$ cat config.mk
export PLATFORM = sky130hd
export DESIGN_NAME = sha512_sched
export DESIGN_NICKNAME = d
export VERILOG_FILES = /design/src/rtl/sha512_pkg.sv /design/src/rtl/sha512_sched.sv
export SDC_FILE = /design/constraint.sdc
export NUM_CORES = 2
export LEC_CHECK = 0
export BUFFER_PORTS_ARGS = -buffer_cell sky130_fd_sc_hd__buf_2
export CAP_MARGIN = 20
export CORE_MARGIN = 5
export CORE_UTILIZATION = 50
export CTS_BUF_LIST = sky130_fd_sc_hd__clkbuf_8
export CTS_CLUSTER_DIAMETER = 60
export CTS_CLUSTER_SIZE = 8
export DETAILED_ROUTE_END_ITERATION = 10
export PLACE_DENSITY = 0.62
export SLEW_MARGIN = 5
export SYNTH_ARGS = -nofsm -noshare
export SYNTH_HDL_FRONTEND = slang
export SYNTH_SLANG_ARGS = --single-unit
$ cat constraint.sdc
create_clock -name clk_i -period 24 [get_ports clk_i]
set_clock_uncertainty 0.15 [all_clocks]
set_input_delay 4.8 -clock clk_i [delete_from_list [all_inputs] [get_ports clk_i]]
set_output_delay 4.8 -clock clk_i [all_outputs]
set_load 0.1 [all_outputs]
$ cat src/rtl/sha512_pkg.sv
// SHA-512 message digest: shared types, constants and round functions.
// No dependencies; used by every other file of the block.
package sha512_pkg;

  localparam int unsigned WordW     = 64;
  localparam int unsigned BlkWords  = 16;
  localparam int unsigned Rounds    = 80;
  localparam int unsigned DigWords  = 8;

  typedef logic [WordW-1:0] word_t;

  typedef enum logic [2:0] {
    ST_IDLE,
    ST_LOAD,
    ST_ROUND,
    ST_FOLD,
    ST_PAD,
    ST_OUT
  } state_e;

  // Control from the sequencer to the round unit.
  typedef struct packed {
    logic       init;    // load working vars from hash state
    logic       step;    // run one round
    logic       fold;    // add working vars into hash state
    logic       reset_h; // restore initial hash values
    logic [6:0] rnd;     // round number
  } rnd_ctrl_t;

  function automatic word_t round_k(input logic [6:0] t);
    word_t k;
    unique case (t)
      7'd0: k = 64'h428a2f98d728ae22; 7'd1: k = 64'h7137449123ef65cd;
      7'd2: k = 64'hb5c0fbcfec4d3b2f; 7'd3: k = 64'he9b5dba58189dbbc;
      7'd4: k = 64'h3956c25bf348b538; 7'd5: k = 64'h59f111f1b605d019;
      7'd6: k = 64'h923f82a4af194f9b; 7'd7: k = 64'hab1c5ed5da6d8118;
      7'd8: k = 64'hd807aa98a3030242; 7'd9: k = 64'h12835b0145706fbe;
      7'd10: k = 64'h243185be4ee4b28c; 7'd11: k = 64'h550c7dc3d5ffb4e2;
      7'd12: k = 64'h72be5d74f27b896f; 7'd13: k = 64'h80deb1fe3b1696b1;
      7'd14: k = 64'h9bdc06a725c71235; 7'd15: k = 64'hc19bf174cf692694;
      7'd16: k = 64'he49b69c19ef14ad2; 7'd17: k = 64'hefbe4786384f25e3;
      7'd18: k = 64'h0fc19dc68b8cd5b5; 7'd19: k = 64'h240ca1cc77ac9c65;
      7'd20: k = 64'h2de92c6f592b0275; 7'd21: k = 64'h4a7484aa6ea6e483;
      7'd22: k = 64'h5cb0a9dcbd41fbd4; 7'd23: k = 64'h76f988da831153b5;
      7'd24: k = 64'h983e5152ee66dfab; 7'd25: k = 64'ha831c66d2db43210;
      7'd26: k = 64'hb00327c898fb213f; 7'd27: k = 64'hbf597fc7beef0ee4;
      7'd28: k = 64'hc6e00bf33da88fc2; 7'd29: k = 64'hd5a79147930aa725;
      7'd30: k = 64'h06ca6351e003826f; 7'd31: k = 64'h142929670a0e6e70;
      7'd32: k = 64'h27b70a8546d22ffc; 7'd33: k = 64'h2e1b21385c26c926;
      7'd34: k = 64'h4d2c6dfc5ac42aed; 7'd35: k = 64'h53380d139d95b3df;
      7'd36: k = 64'h650a73548baf63de; 7'd37: k = 64'h766a0abb3c77b2a8;
      7'd38: k = 64'h81c2c92e47edaee6; 7'd39: k = 64'h92722c851482353b;
      7'd40: k = 64'ha2bfe8a14cf10364; 7'd41: k = 64'ha81a664bbc423001;
      7'd42: k = 64'hc24b8b70d0f89791; 7'd43: k = 64'hc76c51a30654be30;
      7'd44: k = 64'hd192e819d6ef5218; 7'd45: k = 64'hd69906245565a910;
      7'd46: k = 64'hf40e35855771202a; 7'd47: k = 64'h106aa07032bbd1b8;
      7'd48: k = 64'h19a4c116b8d2d0c8; 7'd49: k = 64'h1e376c085141ab53;
      7'd50: k = 64'h2748774cdf8eeb99; 7'd51: k = 64'h34b0bcb5e19b48a8;
      7'd52: k = 64'h391c0cb3c5c95a63; 7'd53: k = 64'h4ed8aa4ae3418acb;
      7'd54: k = 64'h5b9cca4f7763e373; 7'd55: k = 64'h682e6ff3d6b2b8a3;
      7'd56: k = 64'h748f82ee5defb2fc; 7'd57: k = 64'h78a5636f43172f60;
      7'd58: k = 64'h84c87814a1f0ab72; 7'd59: k = 64'h8cc702081a6439ec;
      7'd60: k = 64'h90befffa23631e28; 7'd61: k = 64'ha4506cebde82bde9;
      7'd62: k = 64'hbef9a3f7b2c67915; 7'd63: k = 64'hc67178f2e372532b;
      7'd64: k = 64'hca273eceea26619c; 7'd65: k = 64'hd186b8c721c0c207;
      7'd66: k = 64'heada7dd6cde0eb1e; 7'd67: k = 64'hf57d4f7fee6ed178;
      7'd68: k = 64'h06f067aa72176fba; 7'd69: k = 64'h0a637dc5a2c898a6;
      7'd70: k = 64'h113f9804bef90dae; 7'd71: k = 64'h1b710b35131c471b;
      7'd72: k = 64'h28db77f523047d84; 7'd73: k = 64'h32caab7b40c72493;
      7'd74: k = 64'h3c9ebe0a15c9bebc; 7'd75: k = 64'h431d67c49c100d4c;
      7'd76: k = 64'h4cc5d4becb3e42b6; 7'd77: k = 64'h597f299cfc657e2a;
      7'd78: k = 64'h5fcb6fab3ad6faec; 7'd79: k = 64'h6c44198c4a475817;
      default: k = '0;
    endcase
    return k;
  endfunction

  function automatic word_t init_hash(input logic [2:0] i);
    word_t h;
    unique case (i)
      3'd0: h = 64'h6a09e667f3bcc908;
      3'd1: h = 64'hbb67ae8584caa73b;
      3'd2: h = 64'h3c6ef372fe94f82b;
      3'd3: h = 64'ha54ff53a5f1d36f1;
      3'd4: h = 64'h510e527fade682d1;
      3'd5: h = 64'h9b05688c2b3e6c1f;
      3'd6: h = 64'h1f83d9abfb41bd6b;
      default: h = 64'h5be0cd19137e2179;
    endcase
    return h;
  endfunction

  function automatic word_t rotr(input word_t x, input int unsigned n);
    return (x >> n) | (x << (WordW - n));
  endfunction

endpackage

$ cat src/rtl/sha512_sched.sv
// SHA-512 message buffer and schedule memory, 16 words, registered read.
// Uses sha512_pkg. Reads four taps a round through registered read ports.
module sha512_sched (
  input  logic              clk_i,
  input  logic              we_i,
  input  logic [3:0]        waddr_i,
  input  sha512_pkg::word_t wdata_i,
  input  logic [6:0]        rnd_i,   // round whose word is read next cycle
  output sha512_pkg::word_t wt_o
);
  // Four copies, each written alike, each with one read port.
  sha512_pkg::word_t m0 [16];
  sha512_pkg::word_t m2 [16];
  sha512_pkg::word_t m7 [16];
  sha512_pkg::word_t m15 [16];
  sha512_pkg::word_t r0_q, r2_q, r7_q, r15_q;
  logic              ext_q;
  logic [3:0]        wa_q;
  sha512_pkg::word_t s0, s1, wnew;
  logic              wr;
  logic [3:0]        wa;
  sha512_pkg::word_t wd;

  always_comb begin
    s1 = sha512_pkg::rotr(r2_q, 19) ^ sha512_pkg::rotr(r2_q, 61) ^ (r2_q >> 6);
    s0 = sha512_pkg::rotr(r15_q, 1) ^ sha512_pkg::rotr(r15_q, 8) ^ (r15_q >> 7);
    wnew = s1 + r7_q + s0 + r0_q;
    wt_o = ext_q ? wnew : r0_q;
    // Write back expanded words during rounds.
    wr = we_i || ext_q;
    wa = we_i ? waddr_i : wa_q;
    wd = we_i ? wdata_i : wnew;
  end

  // Read taps for the next round; forward the word written this cycle.
  always_ff @(posedge clk_i) begin
    if (wr) begin
      m0[wa] <= wd; m2[wa] <= wd; m7[wa] <= wd; m15[wa] <= wd;
    end
    r0_q  <= (wr && wa == rnd_i[3:0]) ? wd : m0[rnd_i[3:0]];
    r2_q  <= (wr && wa == 4'(rnd_i[3:0] - 4'd2)) ? wd : m2[4'(rnd_i[3:0] - 4'd2)];
    r7_q  <= (wr && wa == 4'(rnd_i[3:0] - 4'd7)) ? wd : m7[4'(rnd_i[3:0] - 4'd7)];
    r15_q <= (wr && wa == 4'(rnd_i[3:0] - 4'd15)) ? wd : m15[4'(rnd_i[3:0] - 4'd15)];
    ext_q <= (rnd_i >= 7'd16) && (rnd_i < 7'd80);
    wa_q  <= rnd_i[3:0];
  end
endmodule

==> impl_metrics.ini <==
[status]
outcome = complete, no violations

[critical_path]
required_ns = 19.05
r2r_cells = 20
crit_slowest_cell = dfxtp_4
endpoint_kind = output pin
start_kind = register
critPathArrivalTime_ns = 9.96
cp_cell_sequence = buf_12, buf_4, mux4_2, mux2_2, o21ai_1, xnor2_1, xnor2_1, fa_1, fa_1, inv_1, ha_1, nand4_1, nor4_2, a22oi_1, nand3_1, o2111a_1, o21ai_0, nand2b_1, o311ai_1, buf_2
path_buf_inv = 4
crit_fanout = 111
crit_cells = 20
crit_family = compound AO/OA/AOI/OAI gates
max_stage_delay_ns = 0.90
criticalPathCategory = register to output pin

[routing]
ant_nets = 0
route.vias.total = 41630
firstDrtPassIters = 8
drcViolationCount = 0
routed_via_density = 6.933
initialDrtViolationCount = 5307
wl_per_cell_um = 35.08
drt_wl_total_um = 210600

[placement]
numPortBuffers = 140
place_congestion = 0.9610
place_hpwl_um = 134900

[final_layout]
utilization_pct = 54.32
nFillCells = 10470
syn2layout_area_growth_pct = 8.134
finalNetCount = 4459
drive_above_1_share_pct = 35.22

[logic_synthesis]
avgSynthCellArea_um2 = 16.22
syn_area_mm2 = 0.06596
ys_seq_area_share_pct = 47.02
synth_common_cells = 1024 x edfxtp_1, 892 x mux4_2, 306 x nand2_1, 234 x xnor2_1, 224 x inv_1
synth_edf_count = 1024
ys_ff_latch = 1037
synth.most_common_cell = edfxtp_1
synth_nets = 4336
ys_warn_count = 0
synthTopCellsByArea = edfxtp_1 47%, mux4_2 30%, fa_1 3.8%
ys.flop_type = edfxtp_1
synthArstFlopShare_pct = 0
synth.top_cell.area_share_pct = 46.62
syn_inst = 4066
yosys.area.top_type = edfxtp_1
synth_cell_types = 73

[global_route]
groute.usage.overall_pct = 30.11
antenna_found_initial = 4
grt_pass1_wl_um = 300100
grt_pass1_vias = 41050
overflow = 0
grt_max_degree = 112

[floorplanning]
fp.dieW_um = 373.2
coreArea_mm2 = 0.1313
num_rows = 133
io_pins = 141
die_h_um = 373.2
start_util_pct = 50.23
die_area_mm2 = 0.1393

[timing]
finalSetupTns_ns = 0
hold_viol_final = 0
fmax_ghz = 0.06706
setup_violations = 0
rsz0062_at_grt = false
maxSlewViolCount = 0
slew_headroom_pct = 23.93
timing.final.crit_period_ns = 14.91
period_share_pct = 62.13
tightest_slew_ns = 1.141

[worst_hold_path]
min_from = ext_q$_DFF_P_
hold_path_depth = 4
hold_path.class = register to register

[clock_tree]
postCtsHoldBufs = 0
clk_pin_slew_ns = 0.06
postCtsResizedCells = 0
cts_buffer_depth = 3
cts_tree = built
htreeDepth = 4
cts.sink_count = 1037
clock-root-buffer = clkbuf_8
cts-buffers-inserted = 152
clk_latency_ns = 0.95
post_cts_buffers = 0

[flow_run]
maxCapViolCount = 0
registers in the layout (all words and copies together) (netlist names), named ones only:
| signal | flops |
|---|---|
| m2 | 640 |
| m7 | 64 |
| ext_q | 1 |
| wa_q | 4 |
| m15 | 320 |
logic make-up (layout without fill, tap and decap cells):
logic type | after synthesis | count (layout) | share of synthesized area, %
flip-flops | 1037 | 1037 | 47.02
multiplexers | 1030 | 1030 | 32.68
buffers and inverters | 529 | 711 | 3.335
AO/OA/AOI/OAI | 505 | 505 | 4.792
AND/OR/NAND/NOR | 470 | 470 | 3.071
XOR/XNOR | 302 | 302 | 4.010
adder cells (fa/ha/maj) | 193 | 193 | 5.095
other | 0 | 1 | 0
per-stage QoR:
step	setup WS [ns]	instances	area (um2)	hold slack (ns)
3_3_place_gp	10.34	5783	68730	1.435
3_5_place_dp	10.19	5784	68730	1.471
5_1_grt	8.664	6004	71320	1.534
2_1_floorplan	10.45	4066	65960	1.190
6_report	9.088	6004	71320	1.490
4_1_cts	9.177	5997	71270	1.477
per-layer routing:
| metal | vias up | track usage (%) | share of wire [%] |
|---|---|---|---|
| met1 | 22090 | 41.97 | 38 |
| met3 | 366 | 5.828 | 10 |
| met4 | 0 | 9.240 | 3.2 |
| met2 | 2438 | 48.71 | 48 |
| met5 | - | 0 | 0 |
| li1 | 16730 | - | - |
final cells by class:
type	count	area (um2)	share of cell area (%)
Antenna cell	1	2.502	0.003509
Clock buffer	153	2106	2.953
Clock inverter	60	432.9	0.6070
Inverter	224	845.8	1.186
Multi-Input combinational cell	2500	32880	46.11
Sequential cell	1037	31050	43.54
Tap cell	1755	2196	3.079
Timing Repair Buffer	274	1800	2.524
placed cells by master (no fill, tap or decap), drive strengths merged, types with 29 or more instances in the layout:
master / instances
a21o: 29
a21oi: 85
buf: 274
clkbuf: 153
edfxtp: 1024
fa: 126
ha: 67
inv: 267
mux2: 67
mux2i: 71
mux4: 892
nand2: 306
nor2: 53
o21ai: 274
xnor2: 234
xor2: 68
worst min-delay path, cell delays in order, from the launching register on:
cell     delay, ns
dfxtp_1       0.30
buf_4         0.24
nand2_1       0.13
o32a_1        0.41
nor2_4        0.30
final timing paths:
path / slack [ns] / end
max reg2reg: 14.74 / m2[4][60]$_DFFE_PP_
min reg2reg: 1.49 / m2[1][60]$_DFFE_PP_
max: 9.09 / wt_o[61]
min: 1.49 / m2[1][60]$_DFFE_PP_
Power is not shown: default switching activity piles up to over one toggle a cycle in this logic, so the estimate is an artifact.
